## src/rtl/core/pfrs_pkg.sv

```systemverilog
// Package for the PUCCH format and resource selection block.
// Holds the request, result and configuration types and the format and register codes.
// Depends on nothing; every other file of the block uses it.
package pfrs_pkg;

	localparam int CQI_BITS   = 20;
	localparam int RES_IDX_W  = 11;
	localparam int CFG_DATA_W = 44;
	localparam int CFG_IDX_W  = 3;

	localparam logic [2:0] FMT_1  = 3'd0;
	localparam logic [2:0] FMT_1A = 3'd1;
	localparam logic [2:0] FMT_1B = 3'd2;
	localparam logic [2:0] FMT_2  = 3'd3;
	localparam logic [2:0] FMT_2A = 3'd4;
	localparam logic [2:0] FMT_2B = 3'd5;

	localparam logic [CFG_IDX_W-1:0] REG_SR_RESOURCE   = 3'd0;
	localparam logic [CFG_IDX_W-1:0] REG_SPS_ENABLE    = 3'd1;
	localparam logic [CFG_IDX_W-1:0] REG_SPS_TABLE     = 3'd2;
	localparam logic [CFG_IDX_W-1:0] REG_TPC_FIELD     = 3'd3;
	localparam logic [CFG_IDX_W-1:0] REG_FIRST_CCE     = 3'd4;
	localparam logic [CFG_IDX_W-1:0] REG_ACK_OFFSET    = 3'd5;
	localparam logic [CFG_IDX_W-1:0] REG_CQI_RESOURCE  = 3'd6;
	localparam logic [CFG_IDX_W-1:0] REG_EXTENDED_CP   = 3'd7;

	typedef struct packed {
		logic [1:0]          ack_len;
		logic                ack_first;
		logic                ack_second;
		logic                sched_request;
		logic                chan_select;
		logic [4:0]          cqi_len;
		logic [CQI_BITS-1:0] cqi_bits;
	} req_t;

	typedef struct packed {
		logic                status;
		logic [2:0]          format_code;
		logic [11:0]         resource_index;
		logic [CQI_BITS-1:0] payload_bits;
		logic [1:0]          dmrs_bits;
	} res_t;

	typedef struct packed {
		logic [RES_IDX_W-1:0]        sr_resource;
		logic                        sps_enable;
		logic [3:0][RES_IDX_W-1:0]   sps_table;
		logic [1:0]                  tpc_field;
		logic [6:0]                  first_cce;
		logic [RES_IDX_W-1:0]        ack_offset;
		logic [RES_IDX_W-1:0]        cqi_resource;
		logic                        extended_cp;
	} cfg_t;

endpackage

```

## src/rtl/core/pfrs_if.sv

```systemverilog
// Valid/ready channel interfaces for requests and results.
// Depends on pfrs_pkg for the word types.
interface pfrs_req_if;
	logic           valid;
	logic           ready;
	pfrs_pkg::req_t data;

	modport source (output valid, output data, input ready);
	modport sink (input valid, input data, output ready);
endinterface

interface pfrs_res_if;
	logic           valid;
	logic           ready;
	pfrs_pkg::res_t data;

	modport source (output valid, output data, input ready);
	modport sink (input valid, input data, output ready);
endinterface

```

## src/rtl/core/pucch_format_and_resource_select.sv

```systemverilog
// The block takes one uplink control request word per cycle unless a waiting result holds
// it off, and returns one result word per request. The request is registered, the format
// chain and resource pick run between that register and the result register, and the result
// register lets a new request in while a finished result still waits to be taken.
// The user must write configuration registers via cfg_we, cfg_index, cfg_data only while idle; not enforced.
// Top level; depends on pfrs_pkg, pfrs_if, pfrs_cfg_regs and pfrs_select.
module pucch_format_and_resource_select (
	input  logic                            clk,
	input  logic                            arst_n,
	input  logic                            cfg_we,
	input  logic [pfrs_pkg::CFG_IDX_W-1:0]  cfg_index,
	input  logic [pfrs_pkg::CFG_DATA_W-1:0] cfg_data,
	pfrs_req_if.sink                        req,
	pfrs_res_if.source                      rsp
);

	pfrs_pkg::cfg_t cfg;
	pfrs_pkg::req_t req_s1;
	pfrs_pkg::res_t sel;
	pfrs_pkg::res_t res_s2;
	logic           v_s1;
	logic           v_s2;
	logic           adv;

	pfrs_cfg_regs u_cfg (
		.clk       (clk),
		.arst_n    (arst_n),
		.cfg_we    (cfg_we),
		.cfg_index (cfg_index),
		.cfg_data  (cfg_data),
		.cfg       (cfg)
	);

	pfrs_select u_select (
		.req (req_s1),
		.cfg (cfg),
		.res (sel)
	);

	assign adv       = ~v_s2 | rsp.ready;
	assign req.ready = ~v_s1 | adv;

	always_ff @(posedge clk or negedge arst_n) begin
		if (!arst_n) begin
			v_s1 <= 1'b0;
			v_s2 <= 1'b0;
		end else begin
			if (req.ready) begin
				v_s1 <= req.valid;
			end
			if (adv) begin
				v_s2 <= v_s1;
			end
		end
	end

	always_ff @(posedge clk) begin
		if (req.valid && req.ready) begin
			req_s1 <= req.data;
		end
		if (adv && v_s1) begin
			res_s2 <= sel;
		end
	end

	assign rsp.valid = v_s2;
	assign rsp.data  = res_s2;

	// An error word carries nothing but its status bit.
	assert property (@(posedge clk) disable iff (!arst_n)
		(rsp.valid && rsp.data.status) |-> (rsp.data.format_code == 3'd0 &&
		rsp.data.resource_index == 12'd0 && rsp.data.payload_bits == '0 &&
		rsp.data.dmrs_bits == 2'd0))
	else $error("error word with non-zero fields");

	// The shadowed 2A rule can never produce a word.
	assert property (@(posedge clk) disable iff (!arst_n)
		rsp.valid |-> (rsp.data.format_code != pfrs_pkg::FMT_2A))
	else $error("format 2A produced");

	// A full input register that cannot move on must hold off the source.
	assert property (@(posedge clk) disable iff (!arst_n)
		(v_s1 && v_s2 && !rsp.ready) |-> !req.ready)
	else $error("request taken while pipeline is blocked");

	// A word left in the input register reaches the result register once it drains.
	assert property (@(posedge clk) disable iff (!arst_n)
		(v_s1 && adv) |=> v_s2)
	else $error("request word lost between stages");

endmodule

```

## src/rtl/core/pfrs_cfg_regs.sv

```systemverilog
// Configuration register file written through a plain write port.
// Depends on pfrs_pkg for the register codes and the configuration struct.
module pfrs_cfg_regs (
	input  logic                               clk,
	input  logic                               arst_n,
	input  logic                               cfg_we,
	input  logic [pfrs_pkg::CFG_IDX_W-1:0]     cfg_index,
	input  logic [pfrs_pkg::CFG_DATA_W-1:0]    cfg_data,
	output pfrs_pkg::cfg_t                     cfg
);

	pfrs_pkg::cfg_t cfg_q;

	always_ff @(posedge clk or negedge arst_n) begin
		if (!arst_n) begin
			cfg_q <= '0;
		end else if (cfg_we) begin
			unique case (cfg_index)
				pfrs_pkg::REG_SR_RESOURCE: begin
					cfg_q.sr_resource <= cfg_data[pfrs_pkg::RES_IDX_W-1:0];
				end
				pfrs_pkg::REG_SPS_ENABLE: begin
					cfg_q.sps_enable <= cfg_data[0];
				end
				pfrs_pkg::REG_SPS_TABLE: begin
					cfg_q.sps_table <= cfg_data;
				end
				pfrs_pkg::REG_TPC_FIELD: begin
					cfg_q.tpc_field <= cfg_data[1:0];
				end
				pfrs_pkg::REG_FIRST_CCE: begin
					cfg_q.first_cce <= cfg_data[6:0];
				end
				pfrs_pkg::REG_ACK_OFFSET: begin
					cfg_q.ack_offset <= cfg_data[pfrs_pkg::RES_IDX_W-1:0];
				end
				pfrs_pkg::REG_CQI_RESOURCE: begin
					cfg_q.cqi_resource <= cfg_data[pfrs_pkg::RES_IDX_W-1:0];
				end
				pfrs_pkg::REG_EXTENDED_CP: begin
					cfg_q.extended_cp <= cfg_data[0];
				end
				default: begin
				end
			endcase
		end
	end

	assign cfg = cfg_q;

endmodule

```

## src/rtl/core/pfrs_select.sv

```systemverilog
// Format priority chain and resource index selection for one registered request.
// Depends on pfrs_pkg for the request, result and configuration types.
module pfrs_select (
	input  pfrs_pkg::req_t req,
	input  pfrs_pkg::cfg_t cfg,
	output pfrs_pkg::res_t res
);

	logic                          ack0;
	logic                          ack1;
	logic                          ack2;
	logic                          cqi_ok;
	logic                          ok;
	logic [2:0]                    fmt;
	logic [pfrs_pkg::CQI_BITS-1:0] payload;
	logic [1:0]                    dmrs;
	logic [11:0]                   res_idx;
	logic [1:0]                    ack_pair;

	assign ack0     = (req.ack_len == 2'd0);
	assign ack1     = (req.ack_len == 2'd1);
	assign ack2     = (req.ack_len == 2'd2);
	assign cqi_ok   = (req.cqi_len == 5'(pfrs_pkg::CQI_BITS));
	assign ack_pair = {req.ack_second, req.ack_first};

	// The chain is kept in its original order, so the 2A rule and the
	// extended-prefix 2B rule are shadowed by the ACK-length-one rule.
	always_comb begin
		ok      = 1'b1;
		fmt     = pfrs_pkg::FMT_1;
		payload = '0;
		dmrs    = '0;
		priority if (ack1) begin
			fmt     = pfrs_pkg::FMT_1A;
			payload = pfrs_pkg::CQI_BITS'(req.ack_first);
		end else if (ack2 && req.sched_request) begin
			fmt     = pfrs_pkg::FMT_1B;
			payload = pfrs_pkg::CQI_BITS'(ack_pair);
		end else if (ack2 && req.chan_select) begin
			fmt     = pfrs_pkg::FMT_1B;
			payload = pfrs_pkg::CQI_BITS'(ack_pair);
		end else if (req.sched_request) begin
			fmt     = pfrs_pkg::FMT_1;
		end else if (cqi_ok && ack0) begin
			fmt     = pfrs_pkg::FMT_2;
			payload = req.cqi_bits;
		end else if (cqi_ok && ack1) begin
			fmt     = pfrs_pkg::FMT_2A;
			payload = req.cqi_bits;
			dmrs    = {1'b0, req.ack_first};
		end else if (cqi_ok && ack2) begin
			fmt     = pfrs_pkg::FMT_2B;
			payload = req.cqi_bits;
			dmrs    = ack_pair;
		end else if (cqi_ok && ack1 && cfg.extended_cp) begin
			fmt     = pfrs_pkg::FMT_2B;
			payload = req.cqi_bits;
			dmrs    = ack_pair;
		end else begin
			ok      = 1'b0;
		end
	end

	always_comb begin
		priority if (fmt == pfrs_pkg::FMT_1) begin
			res_idx = 12'(cfg.sr_resource);
		end else if (fmt == pfrs_pkg::FMT_1A || fmt == pfrs_pkg::FMT_1B) begin
			if (cfg.sps_enable) begin
				res_idx = 12'(cfg.sps_table[cfg.tpc_field]);
			end else begin
				res_idx = 12'(cfg.first_cce) + 12'(cfg.ack_offset);
			end
		end else begin
			res_idx = 12'(cfg.cqi_resource);
		end
	end

	always_comb begin
		res.status         = ~ok;
		res.format_code    = ok ? fmt : 3'd0;
		res.resource_index = ok ? res_idx : 12'd0;
		res.payload_bits   = ok ? payload : '0;
		res.dmrs_bits      = ok ? dmrs : 2'd0;
	end

endmodule

```

## src/flat_wrapper.sv

```systemverilog
// flat-port wrapper written by rule: the top's interface ports become plain ports
module pucch_format_and_resource_select_flat 
  (clk, arst_n, cfg_we, cfg_index, cfg_data, req_valid, req_data, req_ready, rsp_valid, rsp_data, rsp_ready);
  pfrs_req_if req_i ();
  pfrs_res_if rsp_i ();
  input  logic clk;
  input  logic arst_n;
  input  logic cfg_we;
  input  logic [pfrs_pkg::CFG_IDX_W-1:0] cfg_index;
  input  logic [pfrs_pkg::CFG_DATA_W-1:0] cfg_data;
  input wire logic [$bits(req_i.valid)-1:0] req_valid;
  input wire logic [$bits(req_i.data)-1:0] req_data;
  output wire logic [$bits(req_i.ready)-1:0] req_ready;
  output wire logic [$bits(rsp_i.valid)-1:0] rsp_valid;
  output wire logic [$bits(rsp_i.data)-1:0] rsp_data;
  input wire logic [$bits(rsp_i.ready)-1:0] rsp_ready;
  assign req_i.valid = req_valid;
  assign req_i.data = req_data;
  assign req_ready = req_i.ready;
  assign rsp_valid = rsp_i.valid;
  assign rsp_data = rsp_i.data;
  assign rsp_i.ready = rsp_ready;
  pucch_format_and_resource_select u_core (.clk(clk), .arst_n(arst_n), .cfg_we(cfg_we), .cfg_index(cfg_index), .cfg_data(cfg_data), .req(req_i), .rsp(rsp_i));
endmodule
```

## config.mk

```make
export PLATFORM = sky130hd
export DESIGN_NAME = pucch_format_and_resource_select_flat
export DESIGN_NICKNAME = d
export VERILOG_FILES = /design/src/rtl/core/pfrs_pkg.sv /design/src/rtl/core/pfrs_if.sv /design/src/rtl/core/pucch_format_and_resource_select.sv /design/src/rtl/core/pfrs_cfg_regs.sv /design/src/rtl/core/pfrs_select.sv /design/src/flat_wrapper.sv
export SDC_FILE = /design/constraint.sdc
export NUM_CORES = 1
export LEC_CHECK = 0
export BUFFER_PORTS_ARGS = -buffer_cell sky130_fd_sc_hd__buf_2
export CAP_MARGIN = 30
export CORE_ASPECT_RATIO = 1.4
export CORE_MARGIN = 1.5
export CORE_UTILIZATION = 47
export DETAILED_ROUTE_END_ITERATION = 12
export GPL_ROUTABILITY_DRIVEN = 0
export PLACE_DENSITY = 0.8
export SKIP_CTS_REPAIR_TIMING = 1
export SLEW_MARGIN = 20
export SYNTH_ARGS = -nofsm -noshare
export SYNTH_HDL_FRONTEND = slang
export SYNTH_SLANG_ARGS = --single-unit
```

## constraint.sdc

```tcl
create_clock -name clk -period 3.8 [get_ports clk]
set_clock_uncertainty 0.1 [all_clocks]
set_input_delay 0.38 -clock clk [delete_from_list [all_inputs] [get_ports clk]]
set_output_delay 0.38 -clock clk [all_outputs]
set_load 0.02 [all_outputs]
```

# After elaboration in Yosys (flattened, before gate mapping)
# Cells that the tools add are included.
word_totals:
  word_cells: 106
  register_bits: 159
  output_inout_bits: 40
  inputBits: 83
classes:
  n_addsub: 1
  bitwise_logic: 6
  mux: 32
  n_lt_le_gt_ge: 1
  n_reduce_logical: 25
  eq_ne: 12
ops:
  columns: ["cell", "count"]
  rows:
  - ["$mux 20", 4]
  - ["$mux 11", 4]
  - ["$mux 3", 8]
  - ["$bmux 11 s2", 1]
  - ["$reduce_and 2->1", 8]
  - ["$add 7x11->12", 1]
  - ["$eq 3x3->1 const B", 4]
  - ["$mux 1", 10]
  - ["$mux 2", 5]
  - ["$eq 3x2->1 const B", 3]
  - ["$logic_and 1x1->1", 8]
  - ["$reduce_or 7->1", 1]
  - ["$eq 3x1->1 const B", 2]
  - ["$logic_not 3->1", 2]
  - ["$reduce_or 6->1", 1]
  - ["$eq 5x5->1 const B", 1]
  - ["$reduce_or 5->1", 1]
  - ["$not 1->1", 4]
  - ["$reduce_or 4->1", 1]
  - ["$lt 2x3->1 const B", 1]
  - ["$eq 2x1->1 const B", 1]
  - ["$eq 2x2->1 const B", 1]
  - ["$logic_not 2->1", 1]
  - ["$or 1x1->1", 2]
  - ["2 further kinds", 2]

# Longest topological paths before layout
logic_depth:
  depth_word: 15
  depth_mapped: 9
  ltp_nobuf: 9

# Modules after synthesis
# From an unflattened synthesis, not the netlist that was laid out.
hier_totals:
  hier_cells: 443
  area_unflattened_um2: 7038.0
by_module_without_submodules:
  columns: ["module", "cells_per_inst", "area_each_um2", "seq_area_each_um2", "n_inst"]
  rows:
  - ["pfrs_cfg_regs", 193, 3537.1, 2202.1, 1]
  - ["pucch_format_and_resource_select", 77, 2175.8, 2122.0, 1]
  - ["pfrs_select", 173, 1325.0, 0.0, 1]

# Worst setup path after synthesis
# No wires, ideal clock.
synth_path:
  path_type: "register to register"
  from: "reg u_core.u_cfg.cfg_q (netlist bit u_core.u_cfg.cfg[12])"
  to: "reg u_core.res_s2 (netlist bit u_core.rsp.data[28]), data pin"
  arrival_ns: 1.844
  required_time_ns: 3.443
  setup_slack_ns: 1.600
  path_stages_with_launch: 10
  path_cell_list: "dfrtp_1 ha_1 inv_1 fa_1 nor2b_1 o21ai_0 o21ai_0 xnor2_1 o21ai_1 a32o_1"
synth_via:
  elab_chain_len: 4
synth_lines:
  columns: ["item", "line_no", "source"]
  rows:
  - ["from (decl)", "pfrs_cfg_regs.sv:12", "pfrs_pkg::cfg_t cfg_q;"]
  - ["$add 7x11->12", "pfrs_select.sv:71", "res_idx = 12'(cfg.first_cce) + 12'(cfg.ack_offset);"]
  - ["$mux 11", "pfrs_select.sv:68", "if (cfg.sps_enable) begin"]
  - ["$mux 11", "pfrs_select.sv:67", "end else if (fmt == pfrs_pkg::FMT_1A || fmt == pfrs_pkg::FMT_1B) begin"]
  - ["$mux 11", "pfrs_select.sv:65", "priority if (fmt == pfrs_pkg::FMT_1) begin"]
  - ["to (signal assigned)", "pucch_format_and_resource_select.sv:62", "res_s2 <= sel;"]
  - ["to (decl)", "pucch_format_and_resource_select.sv:20", "pfrs_pkg::res_t res_s2;"]
# No other way between the ends.
# A chain may end at the register's enable or synchronous reset.

# Worst setup path after layout
layout_path:
  from: "reg u_core.u_cfg.cfg_q (netlist bit u_core.u_cfg.cfg[23])"
  to: "reg u_core.res_s2 (netlist bit u_core.rsp.data[28]), data pin"
# Same word-level chain as after synthesis.

==> results.yml <==
status:
  status: "finished, final reports clean"
timing:
  drv_slew: 0
  worst_slack_ns: 1.388
  final_hold_viol_count: 0
  finalWorstPathRequiredPeriod_ns: 2.412
  rsz0062_at_grt: "false"
  tightest_slew_ns: 0.9286
  slew_headroom_pct: 38.09
  setup_violations: 0
  fin_tns_setup_ns: 0
  fmax_ghz: 0.4145
  post-route-period-util_pct: 63.49
grt:
  grtUsageTotal_pct: 19.55
  grt_overflow_total: 0
  grt_pass1_wl_mm: 23.02
  antenna_found_initial: 0
  grt_pass1_vias: 4515
  grt_max_degree: 51
floorplanning:
  io_pins: 123
  rows: 52
  fp.dieH_um: 145.7
  start_util_pct: 47.75
  dieArea_mm2: 0.01529
  core_mm2: 0.01431
  die_x_um: 104.9
power:
  seqPwrFrac_pct: 46.7
  power.leakage_uw: 0.003435
  netSwitchingPower_uw: 1280
  p_clk_share_pct: 35.1
  p_sw_share_pct: 26.39
  power.internal_uw: 3570
  comb_power_share_pct: 18.2
  peakVddDrop_v: 0.0003237
  p_per_area_mw_per_mm2: 586.4
placement:
  portBuffers: 122
  preCtsSetupSlack_ns: 1.420
  dp_hpwl_mm: 10.32
route:
  wl_per_cell_um: 17.83
  routed_via_density: 5.380
  drcViolationCount: 0
  drtPass1Iterations: 5
  wirelength_mm: 14.12
  first_iter_violations: 172
  postRouteAntennaNets: 0
  num_vias: 4261
setup_path:
  worst_setup_path_start_kind: "flop"
  r2r_slack_ns: 1.39
  crit_path_end_kind: "flop"
  slowest_stage: "fa_1"
  r2r_cells: 9
  r2r-end: "u_core.rsp.data[28]"
  path_cells: "ha_1, inv_1, fa_1, nor2b_1, o21ai_0, o21ai_0, xnor2_1, o21ai_1, a32o_1"
  cp.arrival_ns: 2.48
  crit_family: "compound AO/OA/AOI/OAI gates"
  path_class: "flop to flop"
  r2r-start: "u_core.u_cfg.cfg[23]"
  path_buf_inv: 1
  cp.required_ns: 3.87
  slowest_delay_ns: 0.43
  cp_common_cell: "o21ai_0"
  crit_fanout: 3
final_layout:
  regArea_mm2: 0.004299
  n_antenna_cell: 0
  final_util_pct: 57.77
  syn2layout_area_growth_pct: 20.98
  drive_gt1_share_pct: 43.62
  nFillCells: 1178
  nets: 681
  multiInputGateArea_mm2: 0.002414
clocking:
  cts.sinks: 158
  cts_tree: "done"
  clockBufferDepth: 2
  cts-root-buf: "clkbuf_16"
  h-tree-depth: 4
  clkLatencyLatePin_ns: 0.43
  clk_pin_slew_ns: 0.06
  cts-buffers-inserted: 17
worst_hold_path:
  hold_depth: 1
  min-delay-start: "req_data[22]"
  hold_class: "input port to flop"
  worstHoldEndpoint: "u_core.req_s1[22]"
logic_synthesis:
  async_flop_share_pct: 56.33
  synth-edff-count: 69
  postSynthCellCount: 464
  synth_area_mm2: 0.006835
  ys.warnings.count: 0
  postSynthAreaPerCell_um2: 14.73
  synth_seq_cells: 158
  ys_types: 50
  ys.flop_type: "dfrtp_1"
  yosysSeqAreaShare_pct: 62.90
  syn_nets: 555
run:
  max_cap_viol_count: 0
==> worst max-delay path by stage <==
| stage | to | slack [ns] | start | depth (start not counted) |
|---|---|---|---|---|
| finish | u_core.rsp.data[28] | 1.39 | u_core.u_cfg.cfg[23] | 9 |
| global route | u_core.rsp.data[28] | 1.24 | u_core.u_cfg.cfg[12] | 9 |
| CTS | u_core.rsp.data[28] | 1.41 | u_core.u_cfg.cfg[23] | 9 |
| detailed placement | u_core.rsp.data[28] | 1.42 | u_core.u_cfg.cfg[23] | 9 |
| global placement | u_core.u_cfg.cfg[34] | 1.49 | cfg_index[0] | 5 |
| floorplan | u_core.rsp.data[28] | 1.60 | u_core.u_cfg.cfg[12] | 9 |
==> cell usage after synthesis, drive strengths merged (4+ instances only) <==
cell type  count  area [um2]
nor4           4       40.04
edfxtp        69        2072
nor2b          8       50.05
and2          23       143.9
ha             7       87.58
clkbuf         8       30.03
xnor2          4       35.03
buf           13       77.58
nor3           5       25.02
mux2i          4       40.04
mux2          86       968.4
nand2b         9       56.30
inv            6       22.52
nor2          15       56.30
a32o           4       40.04
nand2         19       71.32
o21ai         25       125.1
mux4          11       247.7
a21oi         15       78.83
a211oi         8       60.06
dfrtp         89        2227
==> power groups by stage <==
stage	Sequential (uW)	Clock, uW	Combinational, uW
5_1_grt	2300	1800	957
6_report	2270	1700	883
4_1_cts	2270	1730	885
3_3_place_gp	2280	0	841
2_1_floorplan	2260	0	618
3_5_place_dp	2300	0	875
==> registers in the layout (all words and copies together), names as in the netlist <==
name	cells
u_core.rsp.valid	1
u_core.req_s1	31
u_core.rsp.data	38
u_core.v_s1	1
u_core.u_cfg.cfg	87
==> layer usage <==
metal / GRT usage (%) / share of wire (%)
met4: 7.055 / 1.5
met1: 24.27 / 41
met5: 0 / 0
met2: 32.97 / 53
met3: 5.060 / 4.7
==> cells in the final DEF, fill, tap and decap left out, types with 3 or more instances in the layout <==
cell	instances
buf_2	121
dfrtp_1	89
mux2_2	85
edfxtp_1	69
and2_1	22
o21ai_0	21
clkbuf_16	20
nand2_1	19
nor2_1	15
a21oi_1	14
mux4_2	11
nand2b_1	9
nor2b_1	8
a211oi_1	8
ha_1	7
inv_1	6
nor3_1	5
clkinv_2	5
mux2i_1	4
o21ai_1	4
a32o_1	4
xnor2_1	4
buf_4	4
nand4b_1	3
nor4_1	3
nand4_1	3
inv_6	3
==> logic make-up after synthesis <==
| kind of cell | Yosys count | synth area share, % |
|---|---|---|
| adders and majority gates | 8 | 1.574 |
| buffers and inverters | 27 | 1.904 |
| muxes | 101 | 18.38 |
| AOI/OAI and AO/OA | 64 | 6.023 |
| xor gates and xnor gates | 6 | 0.7688 |
| DFF | 158 | 62.90 |
| and+or+nand+nor | 100 | 8.457 |
==> area by class of cell <==
| type | instances | area share (%) |
|---|---|---|
| clock buffers | 21 | 6.219 |
| inverters | 6 | 0.2724 |
| flip-flops and latches | 158 | 51.99 |
| multi-input cells | 279 | 29.19 |
| repair buffers | 128 | 8.292 |
| well taps | 189 | 2.860 |
| clock inverters | 11 | 1.180 |
==> per-stage QoR <==
stage / power, uW / cells / hold WS (ns) / instance area (um2)
after global routing: 5061 / 792 / 0.02607 / 8269
after floorplan: 2877 / 464 / -0.01559 / 6835
after detailed placement: 3175 / 759 / 0.3400 / 7647
after CTS: 4883 / 791 / -0.1061 / 8259
final: 4849 / 792 / 0.03443 / 8269
after global placement: 3117 / 758 / 0.3636 / 7627
==> worst register-to-register path: cells and delay by family, from the launching register on <==
family / cells / cell delay (ns)
AOI/OAI and AO/OA: 4 / 0.70
adders and majority gates: 2 / 0.60
DFF: 1 / 0.35
and+or+nand+nor: 1 / 0.21
xor gates and xnor gates: 1 / 0.14
buffers and inverters: 1 / 0.06
(Power assumes the default switching activity.)
